**src/rtl/xkcp_pkg.sv**
```systemverilog
// Shared constants, codes and types of the XOR k-closest peer table.
package xkcp_pkg;

   localparam int TABLE_DEPTH    = 64;
   localparam int K_MAX          = 20;
   localparam int ID_BITS        = 16;
   localparam int ADDR_BITS      = 10;
   localparam int K_BEST_BITS    = 5;
   localparam int KIND_BITS      = 2;
   localparam int CSR_INDEX_BITS = 2;
   localparam int CSR_DATA_BITS  = (ID_BITS > K_BEST_BITS) ? ID_BITS : K_BEST_BITS;

   localparam int SLOT_BITS  = (TABLE_DEPTH > 1) ? $clog2(TABLE_DEPTH) : 1;
   localparam int SCAN_BITS  = $clog2(TABLE_DEPTH + 1);
   localparam int KIDX_BITS  = (K_MAX > 1) ? $clog2(K_MAX) : 1;
   localparam int KCNT_BITS  = $clog2(K_MAX + 1);
   localparam int ENTRY_BITS = ID_BITS + ADDR_BITS;

   localparam logic [K_BEST_BITS-1:0] K_BEST_RESET = K_BEST_BITS'(20);

   localparam logic [KIND_BITS-1:0] KIND_INSERT = KIND_BITS'(0);
   localparam logic [KIND_BITS-1:0] KIND_ERASE  = KIND_BITS'(1);
   localparam logic [KIND_BITS-1:0] KIND_QUERY  = KIND_BITS'(2);

   localparam logic [CSR_INDEX_BITS-1:0] CSR_K_BEST  = CSR_INDEX_BITS'(0);
   localparam logic [CSR_INDEX_BITS-1:0] CSR_SELF_ID = CSR_INDEX_BITS'(1);

   typedef enum logic [2:0] {
      STAT_PEER     = 3'd0,
      STAT_INSERTED = 3'd1,
      STAT_UPDATED  = 3'd2,
      STAT_FULL     = 3'd3,
      STAT_ERASED   = 3'd4,
      STAT_MISS     = 3'd5,
      STAT_EMPTY    = 3'd6,
      STAT_SELF     = 3'd7
   } status_type;

   typedef enum logic [2:0] {
      S_IDLE,
      S_SCAN,
      S_FINISH,
      S_FETCH,
      S_LOAD,
      S_EMIT
   } state_type;

   typedef struct packed {
      logic clear;
      logic push;
   } topk_ctl_type;

endpackage

```
**src/rtl/xkcp_if.sv**
```systemverilog
// Channel interfaces of the XOR k-closest peer table.
interface xkcp_req_if;
   logic                                valid;
   logic                                ready;
   logic [xkcp_pkg::KIND_BITS-1:0]      kind;
   logic [xkcp_pkg::ID_BITS-1:0]        peer_id;
   logic [xkcp_pkg::ADDR_BITS-1:0]      peer_addr;
   logic [xkcp_pkg::ID_BITS-1:0]        key;
   modport source (output valid, kind, peer_id, peer_addr, key, input ready);
   modport sink   (input valid, kind, peer_id, peer_addr, key, output ready);
endinterface

interface xkcp_rsp_if;
   logic                                valid;
   logic                                ready;
   logic [xkcp_pkg::ID_BITS-1:0]        result_id;
   logic [xkcp_pkg::ADDR_BITS-1:0]      result_addr;
   logic [xkcp_pkg::ID_BITS-1:0]        result_distance;
   logic [2:0]                          status;
   logic                                last;
   modport source (output valid, result_id, result_addr, result_distance, status, last,
                   input ready);
   modport sink   (input valid, result_id, result_addr, result_distance, status, last,
                   output ready);
endinterface

interface xkcp_csr_if;
   logic                                   valid;
   logic                                   ready;
   logic [xkcp_pkg::CSR_INDEX_BITS-1:0]    index;
   logic [xkcp_pkg::CSR_DATA_BITS-1:0]     data;
   modport source (output valid, index, data, input ready);
   modport sink   (input valid, index, data, output ready);
endinterface

```
**src/rtl/xkcp_topk.sv**
```systemverilog
// Sorted list of the closest distances seen during a query scan.
module xkcp_topk (
   input  logic                             clock,
   input  logic                             reset,
   input  xkcp_pkg::topk_ctl_type           ctl,
   input  logic [xkcp_pkg::KCNT_BITS-1:0]   k_eff,
   input  logic [xkcp_pkg::ID_BITS-1:0]     push_dist,
   input  logic [xkcp_pkg::SLOT_BITS-1:0]   push_slot,
   input  logic [xkcp_pkg::KIDX_BITS-1:0]   sel_idx,
   output logic [xkcp_pkg::KCNT_BITS-1:0]   count,
   output logic [xkcp_pkg::ID_BITS-1:0]     sel_dist,
   output logic [xkcp_pkg::SLOT_BITS-1:0]   sel_slot
);

   logic [xkcp_pkg::ID_BITS-1:0]   dist_ff [xkcp_pkg::K_MAX];
   logic [xkcp_pkg::SLOT_BITS-1:0] slot_ff [xkcp_pkg::K_MAX];
   logic [xkcp_pkg::ID_BITS-1:0]   dist_in [xkcp_pkg::K_MAX];
   logic [xkcp_pkg::SLOT_BITS-1:0] slot_in [xkcp_pkg::K_MAX];
   logic [xkcp_pkg::K_MAX-1:0]     worse;
   logic [xkcp_pkg::KCNT_BITS-1:0] count_ff;

   // An entry moves down when it is empty or farther than the new distance.
   always_comb begin
      for (int i = 0; i < xkcp_pkg::K_MAX; i++) begin
         worse[i] = (i >= int'(count_ff)) || (dist_ff[i] > push_dist);
      end
      for (int i = 0; i < xkcp_pkg::K_MAX; i++) begin
         dist_in[i] = dist_ff[i];
         slot_in[i] = slot_ff[i];
         if (worse[i]) begin
            if (i > 0 && worse[(i > 0) ? i - 1 : 0]) begin
               dist_in[i] = dist_ff[(i > 0) ? i - 1 : 0];
               slot_in[i] = slot_ff[(i > 0) ? i - 1 : 0];
            end else begin
               dist_in[i] = push_dist;
               slot_in[i] = push_slot;
            end
         end
      end
   end

   always_ff @(posedge clock) begin
      if (ctl.push) begin
         for (int i = 0; i < xkcp_pkg::K_MAX; i++) begin
            dist_ff[i] <= dist_in[i];
            slot_ff[i] <= slot_in[i];
         end
      end
   end

   always_ff @(posedge clock) begin
      if (reset) begin
         count_ff <= '0;
      end else if (ctl.clear) begin
         count_ff <= '0;
      end else if (ctl.push && count_ff < k_eff) begin
         count_ff <= count_ff + xkcp_pkg::KCNT_BITS'(1);
      end
   end

   assign count    = count_ff;
   assign sel_dist = dist_ff[sel_idx];
   assign sel_slot = slot_ff[sel_idx];

endmodule

```
**src/rtl/xor_k_closest_peer_table.sv**
```systemverilog
// Top level of the XOR k-closest peer table.
// An insert, an erase or a query walks the whole peer table through its single read port,
// one slot per clock. An insert, an erase or a query of an empty table then passes a finish
// step, which loads the result register, and presents its result in the emit step. A query
// that finds peers goes from the finish step through a fetch step, which rereads the table
// at the first peer's slot, and a load step before it presents that peer, and each further
// peer repeats the fetch and load steps after the one before it is taken. An insert of the
// own identifier presents its result on the next cycle, and an unknown kind is taken without
// any result. The request channel is ready only while the block is idle; the configuration
// channel is always ready and must be written only while idle.
module xor_k_closest_peer_table (
   input  logic        clock,
   input  logic        reset,
   xkcp_req_if.sink    req_ch,
   xkcp_rsp_if.source  rsp_ch,
   xkcp_csr_if.sink    csr_ch
);

   xkcp_pkg::state_type state_ff, state_in;

   logic [xkcp_pkg::K_BEST_BITS-1:0] k_best_ff;
   logic [xkcp_pkg::ID_BITS-1:0]     self_id_ff;
   logic [xkcp_pkg::KCNT_BITS-1:0]   k_eff;

   logic [xkcp_pkg::KIND_BITS-1:0]   kind_ff;
   logic [xkcp_pkg::ID_BITS-1:0]     pid_ff;
   logic [xkcp_pkg::ADDR_BITS-1:0]   paddr_ff;
   logic [xkcp_pkg::ID_BITS-1:0]     key_ff;

   logic [xkcp_pkg::ENTRY_BITS-1:0]  table_mem [xkcp_pkg::TABLE_DEPTH];
   logic [xkcp_pkg::ENTRY_BITS-1:0]  rd_data_ff;
   logic [xkcp_pkg::TABLE_DEPTH-1:0] table_valid_ff;
   logic [xkcp_pkg::SLOT_BITS-1:0]   mem_rd_addr;
   logic [xkcp_pkg::SLOT_BITS-1:0]   mem_wr_addr;
   logic                             mem_we;

   logic [xkcp_pkg::SCAN_BITS-1:0]   scan_cnt_ff;
   logic                             pipe_valid_ff;
   logic [xkcp_pkg::SLOT_BITS-1:0]   pipe_slot_ff;
   logic                             match_ff;
   logic [xkcp_pkg::SLOT_BITS-1:0]   match_slot_ff;
   logic                             free_ff;
   logic [xkcp_pkg::SLOT_BITS-1:0]   free_slot_ff;
   logic [xkcp_pkg::KIDX_BITS-1:0]   emit_idx_ff;

   logic [xkcp_pkg::ID_BITS-1:0]     out_id_ff;
   logic [xkcp_pkg::ADDR_BITS-1:0]   out_addr_ff;
   logic [xkcp_pkg::ID_BITS-1:0]     out_dist_ff;
   xkcp_pkg::status_type             out_status_ff;
   logic                             out_last_ff;

   logic                             req_fire;
   logic                             rsp_fire;
   logic                             is_self;
   logic                             scan_issue;
   logic                             scan_last;
   logic                             proc_valid;
   logic [xkcp_pkg::ID_BITS-1:0]     proc_id;
   logic [xkcp_pkg::ID_BITS-1:0]     rd_id;
   logic [xkcp_pkg::ADDR_BITS-1:0]   rd_addr;

   xkcp_pkg::topk_ctl_type           topk_ctl;
   logic [xkcp_pkg::KCNT_BITS-1:0]   topk_count;
   logic [xkcp_pkg::ID_BITS-1:0]     topk_dist;
   logic [xkcp_pkg::SLOT_BITS-1:0]   topk_slot;

   // Configuration registers.
   assign csr_ch.ready = 1'b1;

   always_ff @(posedge clock) begin
      if (reset) begin
         k_best_ff  <= xkcp_pkg::K_BEST_RESET;
         self_id_ff <= '0;
      end else if (csr_ch.valid) begin
         unique case (csr_ch.index)
            xkcp_pkg::CSR_K_BEST:  k_best_ff  <= csr_ch.data[xkcp_pkg::K_BEST_BITS-1:0];
            xkcp_pkg::CSR_SELF_ID: self_id_ff <= csr_ch.data[xkcp_pkg::ID_BITS-1:0];
            default: ;
         endcase
      end
   end

   always_comb begin
      if (k_best_ff == '0) begin
         k_eff = xkcp_pkg::KCNT_BITS'(1);
      end else if (int'(k_best_ff) > xkcp_pkg::K_MAX) begin
         k_eff = xkcp_pkg::KCNT_BITS'(xkcp_pkg::K_MAX);
      end else begin
         k_eff = xkcp_pkg::KCNT_BITS'(k_best_ff);
      end
   end

   assign req_fire   = req_ch.valid && req_ch.ready;
   assign rsp_fire   = rsp_ch.valid && rsp_ch.ready;
   assign is_self    = (req_ch.kind == xkcp_pkg::KIND_INSERT) && (req_ch.peer_id == self_id_ff);
   assign scan_issue = (state_ff == xkcp_pkg::S_SCAN) &&
                       (scan_cnt_ff < xkcp_pkg::SCAN_BITS'(xkcp_pkg::TABLE_DEPTH));
   assign scan_last  = (state_ff == xkcp_pkg::S_SCAN) && pipe_valid_ff &&
                       (scan_cnt_ff == xkcp_pkg::SCAN_BITS'(xkcp_pkg::TABLE_DEPTH));
   assign rd_id      = rd_data_ff[xkcp_pkg::ADDR_BITS +: xkcp_pkg::ID_BITS];
   assign rd_addr    = rd_data_ff[xkcp_pkg::ADDR_BITS-1:0];
   assign proc_id    = rd_id;
   assign proc_valid = table_valid_ff[pipe_slot_ff];

   // Next state.
   always_comb begin
      state_in = state_ff;
      unique case (state_ff)
         xkcp_pkg::S_IDLE: begin
            if (req_fire) begin
               if (is_self) begin
                  state_in = xkcp_pkg::S_EMIT;
               end else if (req_ch.kind == xkcp_pkg::KIND_INSERT ||
                            req_ch.kind == xkcp_pkg::KIND_ERASE ||
                            req_ch.kind == xkcp_pkg::KIND_QUERY) begin
                  state_in = xkcp_pkg::S_SCAN;
               end
            end
         end
         xkcp_pkg::S_SCAN: begin
            if (scan_last) state_in = xkcp_pkg::S_FINISH;
         end
         xkcp_pkg::S_FINISH: begin
            if (kind_ff == xkcp_pkg::KIND_QUERY && topk_count != '0) begin
               state_in = xkcp_pkg::S_FETCH;
            end else begin
               state_in = xkcp_pkg::S_EMIT;
            end
         end
         xkcp_pkg::S_FETCH: state_in = xkcp_pkg::S_LOAD;
         xkcp_pkg::S_LOAD:  state_in = xkcp_pkg::S_EMIT;
         xkcp_pkg::S_EMIT: begin
            if (rsp_fire) begin
               state_in = out_last_ff ? xkcp_pkg::S_IDLE : xkcp_pkg::S_FETCH;
            end
         end
         default: state_in = xkcp_pkg::S_IDLE;
      endcase
   end

   // Control outputs.
   always_comb begin
      req_ch.ready  = (state_ff == xkcp_pkg::S_IDLE);
      rsp_ch.valid  = (state_ff == xkcp_pkg::S_EMIT);
      mem_rd_addr   = (state_ff == xkcp_pkg::S_FETCH) ? topk_slot :
                      scan_cnt_ff[xkcp_pkg::SLOT_BITS-1:0];
      mem_we        = (state_ff == xkcp_pkg::S_FINISH) &&
                      (kind_ff == xkcp_pkg::KIND_INSERT) && (match_ff || free_ff);
      mem_wr_addr   = match_ff ? match_slot_ff : free_slot_ff;
      topk_ctl.clear = (state_ff == xkcp_pkg::S_IDLE) && req_fire &&
                       (req_ch.kind == xkcp_pkg::KIND_QUERY);
      topk_ctl.push  = (state_ff == xkcp_pkg::S_SCAN) && pipe_valid_ff &&
                       (kind_ff == xkcp_pkg::KIND_QUERY) && proc_valid;
   end

   always_ff @(posedge clock) begin
      if (reset) begin
         state_ff <= xkcp_pkg::S_IDLE;
      end else begin
         state_ff <= state_in;
      end
   end

   // Peer table storage with a registered read port.
   always_ff @(posedge clock) begin
      if (mem_we) begin
         table_mem[mem_wr_addr] <= {pid_ff, paddr_ff};
      end
      rd_data_ff <= table_mem[mem_rd_addr];
   end

   always_ff @(posedge clock) begin
      if (reset) begin
         table_valid_ff <= '0;
      end else if (state_ff == xkcp_pkg::S_FINISH) begin
         if (kind_ff == xkcp_pkg::KIND_INSERT && !match_ff && free_ff) begin
            table_valid_ff[free_slot_ff] <= 1'b1;
         end
         if (kind_ff == xkcp_pkg::KIND_ERASE && match_ff) begin
            table_valid_ff[match_slot_ff] <= 1'b0;
         end
      end
   end

   always_ff @(posedge clock) begin
      if (reset) begin
         pipe_valid_ff <= 1'b0;
      end else begin
         pipe_valid_ff <= scan_issue;
      end
   end

   // Request capture and table walk.
   always_ff @(posedge clock) begin
      if (state_ff == xkcp_pkg::S_IDLE && req_fire) begin
         kind_ff     <= req_ch.kind;
         pid_ff      <= req_ch.peer_id;
         paddr_ff    <= req_ch.peer_addr;
         key_ff      <= req_ch.key;
         scan_cnt_ff <= '0;
         match_ff    <= 1'b0;
         free_ff     <= 1'b0;
      end else if (state_ff == xkcp_pkg::S_SCAN) begin
         if (scan_issue) begin
            scan_cnt_ff  <= scan_cnt_ff + xkcp_pkg::SCAN_BITS'(1);
            pipe_slot_ff <= scan_cnt_ff[xkcp_pkg::SLOT_BITS-1:0];
         end
         if (pipe_valid_ff) begin
            if (proc_valid && proc_id == pid_ff) begin
               match_ff      <= 1'b1;
               match_slot_ff <= pipe_slot_ff;
            end
            if (!proc_valid && !free_ff) begin
               free_ff      <= 1'b1;
               free_slot_ff <= pipe_slot_ff;
            end
         end
      end
   end

   // Result register.
   always_ff @(posedge clock) begin
      if (state_ff == xkcp_pkg::S_IDLE && req_fire && is_self) begin
         out_id_ff     <= req_ch.peer_id;
         out_addr_ff   <= req_ch.peer_addr;
         out_dist_ff   <= '0;
         out_status_ff <= xkcp_pkg::STAT_SELF;
         out_last_ff   <= 1'b1;
      end else if (state_ff == xkcp_pkg::S_FINISH) begin
         out_id_ff   <= pid_ff;
         out_addr_ff <= '0;
         out_dist_ff <= '0;
         out_last_ff <= 1'b1;
         emit_idx_ff <= '0;
         unique case (kind_ff)
            xkcp_pkg::KIND_INSERT: begin
               out_addr_ff <= paddr_ff;
               if (match_ff) begin
                  out_status_ff <= xkcp_pkg::STAT_UPDATED;
               end else if (free_ff) begin
                  out_status_ff <= xkcp_pkg::STAT_INSERTED;
               end else begin
                  out_status_ff <= xkcp_pkg::STAT_FULL;
               end
            end
            xkcp_pkg::KIND_ERASE: begin
               out_status_ff <= match_ff ? xkcp_pkg::STAT_ERASED : xkcp_pkg::STAT_MISS;
            end
            default: begin
               out_id_ff     <= '0;
               out_status_ff <= xkcp_pkg::STAT_EMPTY;
            end
         endcase
      end else if (state_ff == xkcp_pkg::S_LOAD) begin
         out_id_ff     <= rd_id;
         out_addr_ff   <= rd_addr;
         out_dist_ff   <= topk_dist;
         out_status_ff <= xkcp_pkg::STAT_PEER;
         out_last_ff   <= (xkcp_pkg::KCNT_BITS'(emit_idx_ff) + xkcp_pkg::KCNT_BITS'(1)) ==
                          topk_count;
      end else if (state_ff == xkcp_pkg::S_EMIT && rsp_fire && !out_last_ff) begin
         emit_idx_ff <= emit_idx_ff + xkcp_pkg::KIDX_BITS'(1);
      end
   end

   assign rsp_ch.result_id       = out_id_ff;
   assign rsp_ch.result_addr     = out_addr_ff;
   assign rsp_ch.result_distance = out_dist_ff;
   assign rsp_ch.status          = out_status_ff;
   assign rsp_ch.last            = out_last_ff;

   xkcp_topk u_topk (
      .clock     (clock),
      .reset     (reset),
      .ctl       (topk_ctl),
      .k_eff     (k_eff),
      .push_dist (proc_id ^ key_ff),
      .push_slot (pipe_slot_ff),
      .sel_idx   (emit_idx_ff),
      .count     (topk_count),
      .sel_dist  (topk_dist),
      .sel_slot  (topk_slot)
   );

   a_write_only_at_finish: assert property (@(posedge clock) disable iff (reset)
      mem_we |-> (state_ff == xkcp_pkg::S_FINISH))
      else $error("table written outside the finish step");

   a_last_returns_idle: assert property (@(posedge clock) disable iff (reset)
      (rsp_fire && out_last_ff) |=> (state_ff == xkcp_pkg::S_IDLE))
      else $error("block did not return to idle after the final result");

   a_peer_within_count: assert property (@(posedge clock) disable iff (reset)
      (rsp_ch.valid && out_status_ff == xkcp_pkg::STAT_PEER) |->
         (xkcp_pkg::KCNT_BITS'(emit_idx_ff) < topk_count && topk_count <= k_eff))
      else $error("query result index beyond the closest list");

   a_scan_bounded: assert property (@(posedge clock) disable iff (reset)
      (state_ff == xkcp_pkg::S_SCAN) |->
         (scan_cnt_ff <= xkcp_pkg::SCAN_BITS'(xkcp_pkg::TABLE_DEPTH)))
      else $error("scan counter ran past the table");

endmodule

```
**src/flat_wrapper.sv**
```systemverilog
// flat-port wrapper written by rule: the top's interface ports become plain ports
module xor_k_closest_peer_table_flat 
  (clock, reset, req_ch_valid, req_ch_kind, req_ch_peer_id, req_ch_peer_addr, req_ch_key, req_ch_ready, rsp_ch_valid, rsp_ch_result_id, rsp_ch_result_addr, rsp_ch_result_distance, rsp_ch_status, rsp_ch_last, rsp_ch_ready, csr_ch_valid, csr_ch_index, csr_ch_data, csr_ch_ready);
  xkcp_req_if req_ch_i ();
  xkcp_rsp_if rsp_ch_i ();
  xkcp_csr_if csr_ch_i ();
  input  logic clock;
  input  logic reset;
  input wire logic [$bits(req_ch_i.valid)-1:0] req_ch_valid;
  input wire logic [$bits(req_ch_i.kind)-1:0] req_ch_kind;
  input wire logic [$bits(req_ch_i.peer_id)-1:0] req_ch_peer_id;
  input wire logic [$bits(req_ch_i.peer_addr)-1:0] req_ch_peer_addr;
  input wire logic [$bits(req_ch_i.key)-1:0] req_ch_key;
  output wire logic [$bits(req_ch_i.ready)-1:0] req_ch_ready;
  output wire logic [$bits(rsp_ch_i.valid)-1:0] rsp_ch_valid;
  output wire logic [$bits(rsp_ch_i.result_id)-1:0] rsp_ch_result_id;
  output wire logic [$bits(rsp_ch_i.result_addr)-1:0] rsp_ch_result_addr;
  output wire logic [$bits(rsp_ch_i.result_distance)-1:0] rsp_ch_result_distance;
  output wire logic [$bits(rsp_ch_i.status)-1:0] rsp_ch_status;
  output wire logic [$bits(rsp_ch_i.last)-1:0] rsp_ch_last;
  input wire logic [$bits(rsp_ch_i.ready)-1:0] rsp_ch_ready;
  input wire logic [$bits(csr_ch_i.valid)-1:0] csr_ch_valid;
  input wire logic [$bits(csr_ch_i.index)-1:0] csr_ch_index;
  input wire logic [$bits(csr_ch_i.data)-1:0] csr_ch_data;
  output wire logic [$bits(csr_ch_i.ready)-1:0] csr_ch_ready;
  assign req_ch_i.valid = req_ch_valid;
  assign req_ch_i.kind = req_ch_kind;
  assign req_ch_i.peer_id = req_ch_peer_id;
  assign req_ch_i.peer_addr = req_ch_peer_addr;
  assign req_ch_i.key = req_ch_key;
  assign req_ch_ready = req_ch_i.ready;
  assign rsp_ch_valid = rsp_ch_i.valid;
  assign rsp_ch_result_id = rsp_ch_i.result_id;
  assign rsp_ch_result_addr = rsp_ch_i.result_addr;
  assign rsp_ch_result_distance = rsp_ch_i.result_distance;
  assign rsp_ch_status = rsp_ch_i.status;
  assign rsp_ch_last = rsp_ch_i.last;
  assign rsp_ch_i.ready = rsp_ch_ready;
  assign csr_ch_i.valid = csr_ch_valid;
  assign csr_ch_i.index = csr_ch_index;
  assign csr_ch_i.data = csr_ch_data;
  assign csr_ch_ready = csr_ch_i.ready;
  xor_k_closest_peer_table u_core (.clock(clock), .reset(reset), .req_ch(req_ch_i), .rsp_ch(rsp_ch_i), .csr_ch(csr_ch_i));
endmodule
```
**config.mk**
```make
export PLATFORM = sky130hd
export DESIGN_NAME = xor_k_closest_peer_table_flat
export DESIGN_NICKNAME = d
export VERILOG_FILES = /design/src/rtl/xkcp_pkg.sv /design/src/rtl/xkcp_if.sv /design/src/rtl/xkcp_topk.sv /design/src/rtl/xor_k_closest_peer_table.sv /design/src/flat_wrapper.sv
export SDC_FILE = /design/constraint.sdc
export NUM_CORES = 2
export LEC_CHECK = 0
export ABC_AREA = 1
export BUFFER_PORTS_ARGS = -buffer_cell sky130_fd_sc_hd__buf_2
export CAP_MARGIN = 5
export CORE_MARGIN = 1.5
export CORE_UTILIZATION = 34
export DETAILED_ROUTE_END_ITERATION = 8
export SKIP_LAST_GASP = 1
export SLEW_MARGIN = 20
export SYNTH_ARGS = -nofsm -noshare
export SYNTH_HDL_FRONTEND = slang
export SYNTH_SLANG_ARGS = --single-unit
```
**constraint.sdc**
```tcl
create_clock -name clock -period 9.3 [get_ports clock]
set_input_delay 0.93 -clock clock [delete_from_list [all_inputs] [get_ports clock]]
set_output_delay 0.93 -clock clock [all_outputs]
set_load 0.01 [all_outputs]
```
* Word-level counts from Yosys, hierarchy flattened
Memories as Yosys holds them, arrays and structs flattened. A register that Yosys moved wholly into a read port is not among the register bits.
Index checks and enable logic that the tools add are counted.
** Word-level totals
- Flip-flop bits (word level) :: 200
- Bits in writable memories :: 2104
- Output and inout bits :: 49
- Logic and storage cells :: 297
- Memories kept :: 3
** Memory list
- u_core.table_mem :: words 64, bits a word 26, read ports 1, clocked after memory_dff 1, wr ports 1, line xor_k_closest_peer_table.sv:30 : logic [xkcp_pkg::ENTRY_BITS-1:0] table_mem [xkcp_pkg::TABLE_DEPTH];
- u_core.u_topk.dist_ff :: words 20, bits a word 16, read ports 21, clocked after memory_dff 1, wr ports 20, line xkcp_topk.sv:15 : logic [xkcp_pkg::ID_BITS-1:0] dist_ff [xkcp_pkg::K_MAX];
- u_core.u_topk.slot_ff :: words 20, bits a word 6, read ports 20, clocked after memory_dff 1, wr ports 20, line xkcp_topk.sv:16 : logic [xkcp_pkg::SLOT_BITS-1:0] slot_ff [xkcp_pkg::K_MAX];
** Operators by class
- Add/subtract/negate cells :: 3
- Magnitude comparators :: 48
- Equal/unequal tests :: 20
- Multiplexer cells :: 122
- Bitwise logic cells :: 6
- Reductions and logical operators :: 74
** Operators with widths (count)
- 16-bit two-way mux :: 43
- 16-bit > comparator :: 20
- 64-bit two-way mux :: 4
- 6-bit two-way mux :: 41
- 64-bit bitwise AND :: 1
- 64-bit inverter :: 1
- 64-bit OR :: 1
- 4-bit by 5-bit >= comparator with 1-bit output, first input constant :: 8
- 10-bit two-way mux :: 4
- 16-bit equality test :: 2
- 5-bit two-way mux :: 6
- 3-bit two-way mux :: 9
- 1-bit logical AND :: 24
- 1-bit logical OR :: 23
- 6-bit by 7-bit less-than comparator with 1-bit output, second input constant :: 3
- 3-bit by 5-bit >= comparator with 1-bit output, first input constant :: 4
- 5-bit >= comparator, first input constant :: 4
- 3-bit one-hot mux with 6 select lines :: 1
- 16-bit XOR :: 1
- 1-bit demux with 6-bit select :: 2
- 6-bit by 1-bit >= comparator with 1-bit output, second input constant :: 2
- 3-bit AND reduction :: 4
- 4-bit AND reduction :: 3
- 5-bit by 1-bit adder with 5-bit output, second input constant :: 2
- 31 further kinds :: 60

* Depth between registers and ports, before layout
- Depth in word-level cells :: 10
- Mapped depth :: 21
- Mapped depth without buffers :: 17

* By module
Synthesis repeated with hierarchy kept, for this count alone.
** Unflattened totals
- Cells, all modules :: 12274
- Area total of the unflattened synthesis :: 114486.1 um^2
** By module, submodules not included
- xor_k_closest_peer_table :: instances 1, cells an instance 8219, area an instance 83122.2 um^2, sequential area each 55643.4 um^2
- xkcp_topk :: instances 1, cells an instance 4055, area an instance 31363.8 um^2, sequential area each 13312.8 um^2

* Least setup slack after synthesis
OpenSTA, ideal clock, no wires.
- Kind :: input -> register
- From :: input port req_ch_valid
- To :: register u_core.out_addr_ff (netlist bit u_core.rsp_ch.result_addr[0]) (enable)
- Arrival time :: 4.139 ns
- Required time :: 8.917 ns
- Path slack :: 4.778 ns
- Cell stages on the path :: 5
- Buffers on the path :: 1
- Path through :: inv_1 -> nor2_1 -> nand2_1 -> clkbuf_1 -> nand2_1
** On the way
- Longest elaborated chain between the ends :: 4
** Ends and longest elaborated chain
- start: declaration :: line flat_wrapper.sv:9 : input wire logic [$bits(req_ch_i.valid)-1:0] req_ch_valid;
- 1-bit logical AND :: line xor_k_closest_peer_table.sv:93 : assign req_fire = req_ch.valid && req_ch.ready;
- 1-bit logical AND (2 in series) :: line xor_k_closest_peer_table.sv:223 : if (state_ff == xkcp_pkg::S_IDLE && req_fire && is_self) begin
- 3-bit nonzero test (no line)
- end signal: assignment :: line xor_k_closest_peer_table.sv:225 : out_addr_ff <= req_ch.peer_addr;
- end signal: assignment :: line xor_k_closest_peer_table.sv:237 : out_addr_ff <= paddr_ff;
- end signal: assignment :: line xor_k_closest_peer_table.sv:256 : out_addr_ff <= rd_addr;
- end: declaration :: line xor_k_closest_peer_table.sv:47 : logic [xkcp_pkg::ADDR_BITS-1:0] out_addr_ff;
Every way passes these cells.
A chain may end at the register's enable or synchronous reset.

==> flow_summary.json <==
{
  "status": "finished, final reports clean",
  "hold_path_class": "in -> reg",
  "slowest_delay_ps": 930,
  "synth_cell_types": 57,
  "pwr_density_cell_mw_per_mm2": 250.4,
  "total_power_mw": 31.33,
  "drv_slew": 0,
  "synth_cells": 11066,
  "antenna_left": 0,
  "ctsHoldBuffers": 0,
  "synthFlopType": "edfxtp_1",
  "grt_pass1_vias": 77868,
  "synth.avg_cell_area_um2": 10.07,
  "synth_edf_count": 2197,
  "dieWidth_um": 575.4,
  "tritoncts": "yes",
  "row_count": 210,
  "antenna_found_initial": 7,
  "path_cells": "buf_4 -> inv_4 -> nand2_1 -> nand3_1 -> nand3_1 -> nand3_1 -> nand3_1 -> nand2_8 -> nand2_8 -> buf_4 -> buf_4 -> nand2_1 -> nand2_1 -> nand2_1 -> nand3_1 -> nand3_1 -> nand3_1 -> nand3_1 -> nand2_1",
  "port_buffers": 114,
  "drive_gt1_share_pct": 7.393,
  "fmax_mhz": 159.3,
  "grt_pass1_wl_mm": 520.8,
  "drt_iter0_drc": 9782,
  "cts_resized": 0,
  "syn2layout_area_growth_pct": 12.32,
  "power.leakage_nw": 47.95,
  "slew_headroom_pct": 21.01,
  "seqCellArea_mm2": 0.06906,
  "cts_root_buf": "clkbuf_16",
  "multi_input_area_mm2": 0.03647,
  "drt-pass1-iter-count": 6,
  "critPathTopFamily": "simple AND/OR/NAND/NOR gates",
  "synth_seq_cells": 2351,
  "period_needed_ps": 6276,
  "ir_drop_v": 0.0001725,
  "synth_sequential_area_ratio_pct": 61.98,
  "finalHoldViolations": 0,
  "instances_no_fill": 15499,
  "grt_overflow": 0,
  "path_clk_slew_ps": 60,
  "coreArea_mm2": 0.3266,
  "reg2reg_depth": 19,
  "slowest_stage": "nand2_8",
  "fin_setup_tns_ps": 0,
  "cts-buffers-inserted": 265,
  "gp_congestion": 0.8899,
  "cts_setup_buffers": 0,
  "path_buf_inv": 4,
  "critPathCapture": "u_core.rd_data_ff[14]",
  "h-tree-depth": 5,
  "wirelength_mm": 353.6,
  "nNetsFinal": 11298,
  "skew_ps": 111.1,
  "critical_path_class": "reg -> reg",
  "grt_max_degree": 190,
  "synthesis.area_mm2": 0.1114,
  "utilization_pct": 38.31,
  "drc": 0,
  "clk_latency_ps": 900,
  "cts_buffer_depth": 4,
  "grtUsageTotal_pct": 20.74,
  "vias_per_cell": 5.350,
  "worstPathRequired_ps": 10090,
  "initial_core_util_pct": 34.11,
  "cp.depth": 19,
  "max-cap-violations": 0,
  "final.period_utilization_pct": 67.48,
  "crit_path_max_fanout": 128,
  "tightest_slew_ps": 1182,
  "pin_count": 116,
  "post-dp-hpwl_mm": 202.5,
  "place_inst": 15013,
  "cp-end-kind": "flip-flop",
  "critPathLaunchType": "flip-flop",
  "grt_setup_unrepaired": "false",
  "cts_sinks": 2351,
  "async_flop_share_pct": 0,
  "cp.arrival_ps": 7060,
  "vias": 82913,
  "fp.dieH_um": 575.4,
  "die-area_mm2": 0.3311,
  "synth.yosys.warnings": 0,
  "r2r_setup_slack_ps": 3020,
  "syn-num-nets": 11423,
  "worst_path_most_repeated_cell": "nand3_1",
  "finalSetupViolCount": 0,
  "wire_per_inst_um": 22.81,
  "fillerInstances": 31747,
  "r2r-end": "u_core.rd_data_ff[14]"
}
-- cell usage after synthesis, types with 8 or more instances --
cell	instances	share of area, %
a211oi_1	32	0.22
o221ai_1	34	0.27
nand2_1	2594	8.7
ha_1	290	3.3
nand3b_1	324	2.2
buf_4	16	0.11
buf_6	11	0.11
dfxtp_1	154	2.8
clkbuf_1	277	0.93
nor3_1	54	0.24
nor2_1	456	1.5
o221a_2	10	0.10
o21ai_1	9	0.040
o22ai_1	40	0.22
buf_2	374	1.7
o211ai_1	44	0.30
o211a_1	8	0.072
o31ai_1	16	0.11
xor2_1	28	0.22
nand4_1	42	0.24
buf_1	22	0.074
edfxtp_1	2197	59
inv_1	894	3.0
o21ai_0	712	3.2
xnor2_1	17	0.13
a21oi_1	287	1.3
a31oi_1	16	0.090
nand3_1	2032	9.1
-- layout make-up --
| class | instances | share of cell area, % |
|---|---|---|
| Sequential cell | 2351 | 55.19 |
| Tap cell | 4346 | 4.345 |
| Multi-Input combinational cell | 7109 | 29.15 |
| Clock inverter | 116 | 0.8919 |
| Antenna cell | 7 | 0.01400 |
| Clock buffer | 356 | 5.800 |
| Timing Repair Buffer | 309 | 1.882 |
| Inverter | 905 | 2.734 |
-- worst min path at each step --
stage / to / depth (start not counted) / slack (ps) / from
after floorplan: u_core.pipe_slot_ff[5] / 0 / 410 / u_core.scan_cnt_ff[5]
after global placement: u_core.pipe_slot_ff[5] / 0 / 410 / u_core.scan_cnt_ff[5]
after detailed placement: u_core.pipe_slot_ff[5] / 0 / 420 / u_core.scan_cnt_ff[5]
after CTS: u_core.key_ff[1] / 1 / 170 / req_ch_key[1]
after global routing: u_core.key_ff[1] / 1 / 200 / req_ch_key[1]
final: u_core.key_ff[15] / 1 / 220 / req_ch_key[15]
-- stage by stage --
stage | setup WS [ps] | instance area [µm²] | hold slack, ps
2_1_floorplan | 4778 | 111400 | 408.2
3_3_place_gp | 3221 | 116500 | 413.0
5_1_grt | 2702 | 125100 | 197.8
6_report | 3024 | 125100 | 224.7
3_5_place_dp | 3196 | 116600 | 416.2
4_1_cts | 3147 | 124900 | 170.6
-- layer usage --
layer	global-route usage (%)	routed length [µm]	vias to the layer above
li1	-	-	38310
met1	28.03	146600	40473
met2	33.28	163200	3475
met3	2.651	27180	653
met4	9.334	16600	2
met5	0	13	-
-- worst register-to-register path, stage by stage, from the launching register on --
cell,delay (ps)
dfxtp_2,310
buf_4,520
inv_4,410
nand2_1,190
nand3_1,70
nand3_1,100
nand3_1,120
nand3_1,200
nand2_8,410
nand2_8,1020
buf_4,850
buf_4,650
nand2_1,130
nand2_1,80
nand2_1,50
nand3_1,100
nand3_1,100
nand3_1,110
nand3_1,440
nand2_1,300
-- cells by family after synthesis --
logic type / share of synthesized area (%)
fa+ha+maj: 3.257
simple gates: 22.21
other cells: 0.003366
xor+xnor: 0.3538
flops: 61.98
compound gates: 6.225
buf+inv: 5.971
-- sequential cells by signal (all words and copies together), names as in the netlist, 7 cells and up, named ones only --
register,count
u_core.rsp_ch.result_id,16
u_core.u_topk.dist_ff,320
u_core.table_mem,1664
u_core.u_topk.slot_ff,120
u_core.key_ff,16
u_core.scan_cnt_ff,7
u_core.paddr_ff,10
u_core.table_valid_ff,64
u_core.pid_ff,16
u_core.rsp_ch.result_addr,10
u_core.self_id_ff,16
u_core.rd_data_ff,26
u_core.rsp_ch.result_distance,16
-- placed cells by master (no fill, tap or decap), drive strengths merged, types with 16 or more instances in the layout --
cell type  netlist  layout
xnor2           17      17
a211oi          32      32
o211ai          44      44
o221ai          34      34
nand3b         324     324
nor2           456     456
a21oi          287     287
nand3         2032    2032
nor3            55      55
nand4           42      42
o21ai          723     723
edfxtp        2197    2197
buf            424     309
dfxtp          154     154
a31oi           16      16
nand2         2599    2599
clkbuf         277     356
xor2            28      28
inv            901     912
ha             290     290
o31ai           16      16
clkinv           4      96
o22ai           40      40
-- power by group --
group	internal, mW	leakage (nW)	switching [mW]
logic	2.39	22.8	6.33
clock network	5.81	4.09	4.42
registers	12.0	21.0	0.324
total	20.2	47.9	11.1
Note: power is estimated with default switching activity, not from simulation.
